### config.mk
export PLATFORM = sky130hd
export DESIGN_NAME = rgb_piecewise_tone_curve_core
export DESIGN_NICKNAME = d
export VERILOG_FILES = /design/src/design/rptc_pkg.sv /design/src/design/rgb_piecewise_tone_curve_core.sv /design/src/design/rptc_regs.sv /design/src/design/rptc_lane.sv
export SDC_FILE = /design/constraint.sdc
export NUM_CORES = 2
export LEC_CHECK = 0
export BUFFER_PORTS_ARGS = -buffer_cell sky130_fd_sc_hd__buf_2
export CELL_PAD_IN_SITES_DETAIL_PLACEMENT = 1
export CELL_PAD_IN_SITES_GLOBAL_PLACEMENT = 2
export CORE_UTILIZATION = 35
export DETAILED_ROUTE_END_ITERATION = 10
export PLACE_DENSITY_LB_ADDON = 0.1
export SLEW_MARGIN = 30
export SYNTH_ARGS = -nofsm -noshare
export SYNTH_HDL_FRONTEND = slang
export SYNTH_SLANG_ARGS = --single-unit
### constraint.sdc
create_clock -name clk -period 7.8 [get_ports clk]
set_input_delay 1.17 -clock clk [delete_from_list [all_inputs] [get_ports clk]]
set_output_delay 1.17 -clock clk [all_outputs]
set_load 0.02 [all_outputs]
### src/design/rptc_pkg.sv
// ----------------------------------------------------------------------------
// rptc_pkg: shared types and constants for the RGB tone curve core
// Pixel and result payloads, per-channel curve settings, register map and
// the fixed-point constants used by the curve lanes.
// ----------------------------------------------------------------------------
package rptc_pkg;

  // Sample and curve geometry
  localparam int SAMPLE_W   = 8;
  localparam int MAX_POINTS = 8;
  localparam int SEG_W      = $clog2(MAX_POINTS);
  localparam int POINTS_W   = MAX_POINTS * SAMPLE_W;
  localparam int COUNT_W    = 4;
  localparam int FULL_SCALE = 255;

  // x*(n-1) fits in this many bits
  localparam int PROD_W     = SAMPLE_W + SEG_W;
  // interpolation numerator, signed, holds 255*lo + (hi-lo)*frac
  localparam int NUM_W      = 2 * SAMPLE_W + 2;

  // Configuration port
  localparam int DATA_W     = 64;
  localparam int ADDR_W     = 6;
  localparam int REG_LSB    = 3;

  localparam logic [POINTS_W-1:0] POINTS_RESET = POINTS_W'(64'hFF00);
  localparam logic [COUNT_W-1:0]  COUNT_RESET  = COUNT_W'(2);

  // Register indexes
  typedef enum logic [ADDR_W-REG_LSB-1:0] {
    REG_RED_POINTS   = 3'd0,
    REG_GREEN_POINTS = 3'd1,
    REG_BLUE_POINTS  = 3'd2,
    REG_RED_COUNT    = 3'd3,
    REG_GREEN_COUNT  = 3'd4,
    REG_BLUE_COUNT   = 3'd5
  } reg_index_t;

  // Input pixel
  typedef struct packed {
    logic [SAMPLE_W-1:0] red_in;
    logic [SAMPLE_W-1:0] green_in;
    logic [SAMPLE_W-1:0] blue_in;
  } pixel_t;

  // Mapped pixel
  typedef struct packed {
    logic [SAMPLE_W-1:0] red_out;
    logic [SAMPLE_W-1:0] green_out;
    logic [SAMPLE_W-1:0] blue_out;
  } result_t;

  // Settings of one channel's curve
  typedef struct packed {
    logic [POINTS_W-1:0] points;
    logic [COUNT_W-1:0]  count;
  } curve_cfg_t;

endpackage

### src/design/rgb_piecewise_tone_curve_core.sv
// A pixel transferred at one clock edge shows on result, with done high, once
// it has passed the lane stage 1 and 2 registers and the merge register.
// Throughput: one pixel per clock unless busy; three lanes run side by side.
// busy is high only in reset and the cycle after; the receiver cannot stall.
// Reset (rst, synchronous) clears the valid pipeline and loads identity curves.
// ----------------------------------------------------------------------------
// rgb_piecewise_tone_curve_core: per-channel piecewise-linear tone curve
// Three curve lanes fed from the register file; a merge register joins the
// lane outputs into one result transfer.
// ----------------------------------------------------------------------------
module rgb_piecewise_tone_curve_core (
  input  logic                          clk,
  input  logic                          rst,
  input  logic                          start,
  output logic                          busy,
  input  rptc_pkg::pixel_t              pixel,
  output logic                          done,
  output rptc_pkg::result_t             result,
  input  logic                          psel,
  input  logic                          penable,
  input  logic                          pwrite,
  input  logic [rptc_pkg::ADDR_W-1:0]   paddr,
  input  logic [rptc_pkg::DATA_W-1:0]   pwdata,
  output logic [rptc_pkg::DATA_W-1:0]   prdata,
  output logic                          pready
);
  import rptc_pkg::*;

  curve_cfg_t          red_cfg;
  curve_cfg_t          green_cfg;
  curve_cfg_t          blue_cfg;
  logic [SAMPLE_W-1:0] red_y;
  logic [SAMPLE_W-1:0] green_y;
  logic [SAMPLE_W-1:0] blue_y;
  logic                v1;
  logic                v2;

  rptc_regs u_regs (
    .clk       (clk),
    .rst       (rst),
    .psel      (psel),
    .penable   (penable),
    .pwrite    (pwrite),
    .paddr     (paddr),
    .pwdata    (pwdata),
    .prdata    (prdata),
    .pready    (pready),
    .red_cfg   (red_cfg),
    .green_cfg (green_cfg),
    .blue_cfg  (blue_cfg)
  );

  rptc_lane u_red   (.clk(clk), .cfg(red_cfg),   .x(pixel.red_in),   .y(red_y));
  rptc_lane u_green (.clk(clk), .cfg(green_cfg), .x(pixel.green_in), .y(green_y));
  rptc_lane u_blue  (.clk(clk), .cfg(blue_cfg),  .x(pixel.blue_in),  .y(blue_y));

  // Valid pipeline alongside the lanes
  always_ff @(posedge clk) begin
    if (rst) begin
      busy <= 1'b1;
      v1   <= 1'b0;
      v2   <= 1'b0;
      done <= 1'b0;
    end else begin
      busy <= 1'b0;
      v1   <= start && !busy;
      v2   <= v1;
      done <= v2;
    end
  end

  // Merge register: one transfer per pixel
  always_ff @(posedge clk) begin
    result.red_out   <= red_y;
    result.green_out <= green_y;
    result.blue_out  <= blue_y;
  end

endmodule

### src/design/rptc_regs.sv
// ----------------------------------------------------------------------------
// rptc_regs: configuration register file
// APB-style slave holding the control points and point counts of the three
// channel curves. Registers sit at 8-byte strides; pready is always high.
// ----------------------------------------------------------------------------
module rptc_regs (
  input  logic                          clk,
  input  logic                          rst,
  input  logic                          psel,
  input  logic                          penable,
  input  logic                          pwrite,
  input  logic [rptc_pkg::ADDR_W-1:0]   paddr,
  input  logic [rptc_pkg::DATA_W-1:0]   pwdata,
  output logic [rptc_pkg::DATA_W-1:0]   prdata,
  output logic                          pready,
  output rptc_pkg::curve_cfg_t          red_cfg,
  output rptc_pkg::curve_cfg_t          green_cfg,
  output rptc_pkg::curve_cfg_t          blue_cfg
);
  import rptc_pkg::*;

  reg_index_t reg_sel;
  logic       wr_en;

  assign reg_sel = reg_index_t'(paddr[ADDR_W-1:REG_LSB]);
  assign wr_en   = psel && penable && pwrite;
  assign pready  = 1'b1;

  // Register writes; unmapped indexes are dropped
  always_ff @(posedge clk) begin
    if (rst) begin
      red_cfg.points   <= POINTS_RESET;
      green_cfg.points <= POINTS_RESET;
      blue_cfg.points  <= POINTS_RESET;
      red_cfg.count    <= COUNT_RESET;
      green_cfg.count  <= COUNT_RESET;
      blue_cfg.count   <= COUNT_RESET;
    end else if (wr_en) begin
      unique case (reg_sel)
        REG_RED_POINTS:   red_cfg.points   <= pwdata[POINTS_W-1:0];
        REG_GREEN_POINTS: green_cfg.points <= pwdata[POINTS_W-1:0];
        REG_BLUE_POINTS:  blue_cfg.points  <= pwdata[POINTS_W-1:0];
        REG_RED_COUNT:    red_cfg.count    <= pwdata[COUNT_W-1:0];
        REG_GREEN_COUNT:  green_cfg.count  <= pwdata[COUNT_W-1:0];
        REG_BLUE_COUNT:   blue_cfg.count   <= pwdata[COUNT_W-1:0];
        default: ;
      endcase
    end
  end

  // Read mux
  always_comb begin
    unique case (reg_sel)
      REG_RED_POINTS:   prdata = DATA_W'(red_cfg.points);
      REG_GREEN_POINTS: prdata = DATA_W'(green_cfg.points);
      REG_BLUE_POINTS:  prdata = DATA_W'(blue_cfg.points);
      REG_RED_COUNT:    prdata = DATA_W'(red_cfg.count);
      REG_GREEN_COUNT:  prdata = DATA_W'(green_cfg.count);
      REG_BLUE_COUNT:   prdata = DATA_W'(blue_cfg.count);
      default:          prdata = '0;
    endcase
  end

endmodule

### src/design/rptc_lane.sv
// ----------------------------------------------------------------------------
// rptc_lane: one channel of the tone curve
// Two register stages: segment/fraction lookup, then the interpolation
// product. The divide by 255 after the last register is left combinational
// and is captured by the merge register in the top level.
// ----------------------------------------------------------------------------
module rptc_lane (
  input  logic                           clk,
  input  rptc_pkg::curve_cfg_t           cfg,
  input  logic [rptc_pkg::SAMPLE_W-1:0]  x,
  output logic [rptc_pkg::SAMPLE_W-1:0]  y
);
  import rptc_pkg::*;

  logic [SEG_W-1:0]    nm1;
  logic [PROD_W-1:0]   prod;
  logic [SEG_W-1:0]    seg;
  logic [PROD_W-1:0]   frac_w;

  // stage 1 registers
  logic [SAMPLE_W-1:0] lo;
  logic [SAMPLE_W-1:0] hi;
  logic [SAMPLE_W-1:0] frac;
  logic [SAMPLE_W-1:0] last_pt;
  logic                full;

  // stage 2 registers
  logic signed [NUM_W-1:0] num;
  logic [SAMPLE_W-1:0]     last_pt2;
  logic                    full2;

  logic signed [SAMPLE_W:0]   diff;
  logic signed [NUM_W-1:0]    num_next;
  logic [NUM_W-1:0]           num_pos;
  logic [SAMPLE_W:0]          q0;
  logic [SAMPLE_W+1:0]        rem;
  logic [SAMPLE_W+1:0]        q;

  // Clamp point count to 2..MAX_POINTS, keep n-1
  always_comb begin
    if (cfg.count < COUNT_W'(2)) begin
      nm1 = SEG_W'(1);
    end else if (cfg.count > COUNT_W'(MAX_POINTS)) begin
      nm1 = SEG_W'(MAX_POINTS - 1);
    end else begin
      nm1 = SEG_W'(cfg.count - COUNT_W'(1));
    end
  end

  // Segment = floor(x*(n-1)/255) by parallel threshold compares
  always_comb begin
    prod = PROD_W'(x) * PROD_W'(nm1);
    seg  = '0;
    for (int k = 1; k < MAX_POINTS; k++) begin
      if (prod >= PROD_W'(k * FULL_SCALE)) seg = SEG_W'(k);
    end
    frac_w = prod - PROD_W'(seg) * PROD_W'(FULL_SCALE);
  end

  // Stage 1: fetch endpoints of the segment
  always_ff @(posedge clk) begin
    lo      <= cfg.points[{seg, 3'b000} +: SAMPLE_W];
    hi      <= cfg.points[{SEG_W'(seg + SEG_W'(1)), 3'b000} +: SAMPLE_W];
    frac    <= frac_w[SAMPLE_W-1:0];
    last_pt <= cfg.points[{nm1, 3'b000} +: SAMPLE_W];
    full    <= (x == SAMPLE_W'(FULL_SCALE));
  end

  // Interpolation numerator: 255*lo + (hi-lo)*frac
  always_comb begin
    diff     = $signed({1'b0, hi}) - $signed({1'b0, lo});
    num_next = $signed({2'b00, lo, 8'b0}) - $signed(NUM_W'(lo))
             + NUM_W'(diff * $signed({1'b0, frac}));
  end

  // Stage 2
  always_ff @(posedge clk) begin
    num      <= num_next;
    last_pt2 <= last_pt;
    full2    <= full;
  end

  // Divide by 255: q0 = num>>8 underestimates; remainder stays below 510
  always_comb begin
    num_pos = (num < 0) ? '0 : num;
    q0      = num_pos[NUM_W-2:SAMPLE_W];
    rem     = (SAMPLE_W+2)'(num_pos[SAMPLE_W-1:0]) + (SAMPLE_W+2)'(q0);
    q       = (SAMPLE_W+2)'(q0)
            + ((rem >= (SAMPLE_W+2)'(FULL_SCALE)) ? (SAMPLE_W+2)'(1) : (SAMPLE_W+2)'(0));
    if (full2) begin
      y = last_pt2;
    end else if (q > (SAMPLE_W+2)'(FULL_SCALE)) begin
      y = SAMPLE_W'(FULL_SCALE);
    end else begin
      y = q[SAMPLE_W-1:0];
    end
  end

endmodule

**Word-level counts from Yosys, hierarchy flattened**

Index checks and enable logic that the tools add are counted.

- Flip-flop bits (word level): 412
- Output and inout bits: 91
- Latch bits: 0
- Input port bits: 100
- Bits in read-only memories: 0
- Memories: 0
- Logic and storage cells: 175
- Memory bits (writable): 0

- Divide/modulo/power cells: 0
- Bitwise logic cells: 0
- Shift operators: 9
- Order comparisons: 36
- Add/sub/neg operators: 24
- Reduce and logical (&&, ||, !) cells: 11
- Muxes and demuxes: 41
- Multipliers: 9
- Equality and inequality tests: 8

Operators with widths:

| kind | count |
|---|---|
| 64-bit by 7-bit indexed part select with 8-bit output | 9 |
| 64-bit one-hot mux with 6 select lines | 1 |
| 11-bit >= comparator, second input constant | 9 |
| 11-bit by 10-bit >= comparator with 1-bit output, second input constant | 6 |
| 18-bit adder | 3 |
| 18-bit by 1-bit less-than comparator with 1-bit output, second input constant | 3 |
| 9-bit by 9-bit multiplier with 18-bit output | 3 |
| 3-bit two-way mux | 18 |
| 17-bit two-way mux | 3 |
| 16-bit by 8-bit subtractor with 17-bit output | 3 |
| 8-bit two-way mux | 6 |
| 11-bit by 8-bit >= comparator with 1-bit output, second input constant | 3 |
| 11-bit by 9-bit >= comparator with 1-bit output, second input constant | 3 |
| 8-bit by 3-bit multiplier with 11-bit output | 3 |
| 8-bit by 9-bit adder with 10-bit output | 3 |
| 9-bit by 10-bit adder with 10-bit output | 3 |
| 10-bit by 8-bit >= comparator with 1-bit output, second input constant | 3 |
| 10-bit by 8-bit > comparator with 1-bit output, second input constant | 3 |
| 8-bit by 8-bit subtractor with 9-bit output | 3 |
| 8-bit equality test, second input constant | 3 |
| 3-bit by 8-bit multiplier with 8-bit output, second input constant | 3 |
| 8-bit subtractor | 3 |
| 4-bit > comparator, second input constant | 3 |
| 4-bit by 2-bit less-than comparator with 1-bit output, second input constant | 3 |
| other kinds (11) | 35 |

**Longest topological paths before layout**

- Depth in word-level cells: 14
- Mapped depth: 33

**Hierarchy**

A second synthesis with hierarchy kept.

- Cell total of the unflattened synthesis: 4,171
- Area, all modules: 36,846.6 µm²

By module, submodules not included:

| module | area each (µm²) | cells each | seq. area each (µm²) | times used |
|---|---|---|---|---|
| rptc_regs | 9,806.9 | 1,049 | 4,083.9 | 1 |
| rptc_lane at u_green | 8,899.8 | 1,052 | 1,201.2 | 1 |
| rptc_lane at u_red | 8,841.0 | 1,036 | 1,201.2 | 1 |
| rptc_lane at u_blue | 8,713.4 | 1,003 | 1,201.2 | 1 |
| rgb_piecewise_tone_curve_core | 585.6 | 31 | 560.5 | 1 |

**Worst setup path after synthesis**

No wires, ideal clock.

- Path type: register to register
- Start: register u_regs.blue_cfg[0] (netlist name)
- End: register u_blue.frac[7]
- Slack: 0.584 ns
- Path buffers: 4
- Cell stages (with the launch flop): 32
- Arrival time: 7.091 ns
- Data required time: 7.675 ns
- Cells stage by stage: dfxtp_1 -> inv_1 -> ha_1 -> nor3_1 -> nor2_1 -> o22ai_1 -> clkbuf_1 -> nor2b_1 -> fa_1 -> ha_1 -> inv_1 -> fa_1 -> xnor2_1 -> nand2_1 -> a211oi_1 -> and4b_1 -> buf_2 -> nand2_1 -> a211o_1 -> a32oi_4 -> buf_6 -> buf_4 -> inv_1 -> fa_1 -> inv_1 -> fa_1 -> ha_1 -> a21oi_1 -> nor2_1 -> or4_1 -> a211oi_1 -> a211oi_1

- Cells in the longest elaborated chain, start to end: 14
- Elaborated cells between the ends (all ways): 22
- Classes of those cells: add/sub (2); mul (2); order compare (9); mux (9)

RTL lines:

| element | line | text |
|---|---|---|
| 4-bit > comparator / 3-bit by 1-bit subtractor with 3-bit output (equally long branches) | rptc_lane.sv:43, rptc_lane.sv:46 |  |
| 3-bit two-way mux | rptc_lane.sv:43 | `end else if (cfg.count > COUNT_W'(MAX_POINTS)) begin` |
| 3-bit two-way mux * | rptc_lane.sv:41 | `if (cfg.count < COUNT_W'(2)) begin` |
| 8-bit by 3-bit multiplier with 11-bit output * | rptc_lane.sv:52 | `prod = PROD_W'(x) * PROD_W'(nm1);` |
| 11-bit by 8-bit >= comparator with 1-bit output | rptc_lane.sv:55 | `if (prod >= PROD_W'(k * FULL_SCALE)) seg = SEG_W'(k);` |
| 1-bit two-way mux | rptc_lane.sv:55 |  |
| 2-bit two-way mux (2 in series) | rptc_lane.sv:55 |  |
| 3-bit two-way mux (4 in series) | rptc_lane.sv:55 |  |
| 3-bit by 8-bit multiplier with 8-bit output | rptc_lane.sv:57 | `frac_w = prod - PROD_W'(seg) * PROD_W'(FULL_SCALE);` |
| 8-bit subtractor * | rptc_lane.sv:57 |  |
| via u_blue.frac_w[7] | rptc_lane.sv:18 | `logic [PROD_W-1:0] frac_w;` |
| end signal: assignment | rptc_lane.sv:64 | `frac <= frac_w[SAMPLE_W-1:0];` |
| end: declaration | rptc_lane.sv:23 | `logic [SAMPLE_W-1:0] frac;` |

Mark *: on every way through the listed nets, which the timed path passes. The rest lies on a longest branch.
A chain may end at the register's enable or synchronous reset.

**Worst setup path after layout**

- Start: register u_regs.green_cfg[0] (netlist name)
- End: register u_green.frac[7]

- Cells in the longest elaborated chain, start to end: 14
- Elaborated cells between the ends (all ways): 22
- Classes of those cells: add/sub (2); mul (2); order compare (9); mux (9)

RTL lines:

| element | line |
|---|---|
| 4-bit > comparator / 3-bit by 1-bit subtractor with 3-bit output (equally long branches) | rptc_lane.sv:43, rptc_lane.sv:46 |
| 3-bit two-way mux | rptc_lane.sv:43 |
| 3-bit two-way mux * | rptc_lane.sv:41 |
| 8-bit by 3-bit multiplier with 11-bit output * | rptc_lane.sv:52 |
| 11-bit by 8-bit >= comparator with 1-bit output | rptc_lane.sv:55 |
| 1-bit two-way mux | rptc_lane.sv:55 |
| 2-bit two-way mux (2 in series) | rptc_lane.sv:55 |
| 3-bit two-way mux (4 in series) | rptc_lane.sv:55 |
| 3-bit by 8-bit multiplier with 8-bit output | rptc_lane.sv:57 |
| 8-bit subtractor * | rptc_lane.sv:57 |
| via u_green.frac_w[7] | rptc_lane.sv:18 |
| end signal: assignment | rptc_lane.sv:64 |
| end: declaration | rptc_lane.sv:23 |

Marked as above.

==> results by group <==
Detailed routing
  • DR WL/cell: 22.28 um
  • DRT Wirelength: 126.6 mm
  • Drt pass-1 iters: 5
  • 1st-iter DRT viols: 1746
  • DR vias: 29640
  • DRC: 0
  • Post-DRT Antenna Nets: 0
  • Drt via density: 5.214

Clocking
  • Sink Count: 412
  • Post-CTS Hold Fix Bufs: 0
  • CTS max path bufs: 3
  • Clock Latency Late Sink: 640 ps
  • CTS tree: built
  • Root buffer cell: clkbuf_16
  • H-tree Lvls: 2
  • CTS buffer count: 53
  • Clock-pin transition on the worst setup and hold timing paths: 60 ps

Critical path
  • Crit Path Max Fanout: 11
  • CP delay by family, top: adder cells
  • CP dominant cell by count: inv_1
  • CP Class: register to register
  • Worst EP required: 8310 ps
  • Crit start category: register
  • CP arrival: 7710 ps
  • CP bufs+invs: 5
  • CP max-delay cell: fa_1
  • Worst setup EP type: register
  • Crit path largest cell delay: 600 ps

Placed design
  • I/O Buffers: 186
  • Hpwl dp: 99.24 mm
  • Gpl congestion: 0.8535

Final layout
  • Final net count: 4952
  • Area growth, synth to finish: 11.92%
  • Fraction of layout cells with a size suffix above 1: 0.1054

Timing
  • Slew @ Worst Pin: 1023 ps
  • Clock skew: 27.91 ps
  • Max-slew violations: 0
  • Final hold violation count: 0
  • Setup TNS: 0 ps
  • Final setup fails: 0
  • Max frequency: 138.9 MHz
  • Tmin final: 7200 ps
  • Final Cycle Share: 0.9231
  • Slew HR: 0.3177
  • RSZ-0062 raised after global routing: false

Synthesis
  • Ys flop type: dfxtp_1
  • Register area share after synthesis: 0.2338
  • Synth top area cells: dfxtp_1 (23%), fa_1 (15%), ha_1 (8.7%), nand2_1 (8.6%), mux2i_1 (6.4%)
  • Average size of a mapped cell: 8.324 um2
  • Post-synth top area share: 0.2338
  • Dominant cell by count in the synthesized netlist: nand2_1
  • Mapped Area: 35280 um2
  • Number of synthesized flops with an enable pin: 0
  • Post-synthesis instance total: 4238
  • Synth top cells by count: nand2_1 (809), inv_1 (433), dfxtp_1 (412), a21oi_1 (325), fa_1 (264)
  • Synthesized flop and latch total: 412
  • Yosys warns: 0
  • Cell variety after synth: 82
  • Async set-or-reset flop fraction in the synthesized netlist: 0
  • Synth area leader: dfxtp_1

Floorplan
  • Starting Density: 0.3527
  • Die area: 102100 um2
  • IO Pins: 191
  • Die Span Y: 319.5 um
  • Core area: 100000 um2
  • # rows: 116
  • Die width: 319.5 um

Global routing
  • Largest net degree at the start of global routing: 79
  • Global routing's busiest layer: met2
  • Gr usage total: 0.2497
  • Met2 usage: 0.4035
  • Grt ovf: 0
  • Met1 GRT Util: 0.3535
  • Initial antenna violation count: 15
  • Grt met3 use: 0.03635
  • Number of global-route vias before repair: 30540
  • First-pass GRT wire length: 194.5 mm

Status
  • Result of the run: finished, final reports clean

Job
  • Max_cap viols: 0

Hold path
  • HP Class: register to register
[worst paths after layout]
check	cells after the start	end	slack (ps)	start
setup reg to reg	27	u_green.frac[7]	600	u_regs.green_cfg[0]
hold / removal	0	u_red.last_pt2[1]	320	u_red.last_pt[1]
hold reg to reg	0	u_red.last_pt2[1]	320	u_red.last_pt[1]
setup / recovery	27	u_green.frac[7]	600	u_regs.green_cfg[0]
[stage by stage]
| step | utilization | hold WS, ps | worst slack (ps) | instances | instance area, um2 |
|---|---|---|---|---|---|
| 2_1_floorplan | - | 309.6 | 584.3 | 4240 | 35280 |
| 3_3_place_gp | 0.3750 | 312.1 | 566.3 | 5583 | 37500 |
| 3_5_place_dp | 0.3750 | 313.2 | 550.5 | 5583 | 37500 |
| 4_1_cts | 0.3941 | 326.1 | 532.1 | 5678 | 39410 |
| 5_1_grt | 0.3947 | 332.9 | 17.45 | 5680 | 39470 |
| 6_report | 0.3948 | 324.2 | 599.5 | 5684 | 39480 |
[what timing repair did]
item / 4_1_cts / 5_1_grt
setup buffers: 0 / 0
setup endpoints to repair: 0 / 1
gates resized for setup: 0 / 1
[layer usage]
| layer | share of wire | vias up |
|---|---|---|
| met5 | 0.00073 | - |
| li1 | - | 14150 |
| met1 | 0.48 | 14860 |
| met4 | 0.018 | 16 |
| met2 | 0.46 | 493 |
| met3 | 0.048 | 122 |
[layout make-up]
type,instances,area (um2)
timing repair buffer,228,1287
inverter,436,1639
tap,1298,1624
fill,11880,60520
multi-input combinational,3211,24770
antenna,4,10.01
sequential,412,8248
clock buffer,73,1574
clock inverter,22,329.1
[registers in the layout, summed over array words and instances, names as in the netlist, 18 cells and up]
| register | flops |
|---|---|
| u_green.num | 18 |
| u_regs.green_cfg | 68 |
| u_regs.blue_cfg | 68 |
| result | 24 |
| u_blue.num | 18 |
| u_red.num | 18 |
| u_regs.red_cfg | 68 |
[worst reg2reg max path, delay by kind of cell (launching register included)]
kind            cells  cell delay, ps
buf+inv             5             530
flops               1             400
compound gates      4             940
fa+ha+maj           7            2850
xor+xnor            1             320
simple gates       10            2050
[layout by cell type (no fill, tap or decap), drive strengths merged, types with 147 or more instances in the layout]
cell   count
ha       246
dfxtp    412
a21oi    327
mux2i    224
nand2    809
nor2     236
and2     147
fa       264
inv      437
buf      228
[cells by family (layout without fill, tap and decap cells)]
family,after synthesis,count (layout),share of synthesized area
and+or+nand+nor,1564,1564,0.1984
buffers and inverters,617,759,0.06835
other,2,8,0.0002129
AOI/OAI and AO/OA,644,644,0.1097
xor gates and xnor gates,163,163,0.04047
DFF,412,412,0.2338
adders and majority gates,513,513,0.2380
muxes,323,323,0.1110
Power is left out: the tool's default activity adds up to more than one toggle a clock period on the data nets, which glitch-free logic cannot reach.
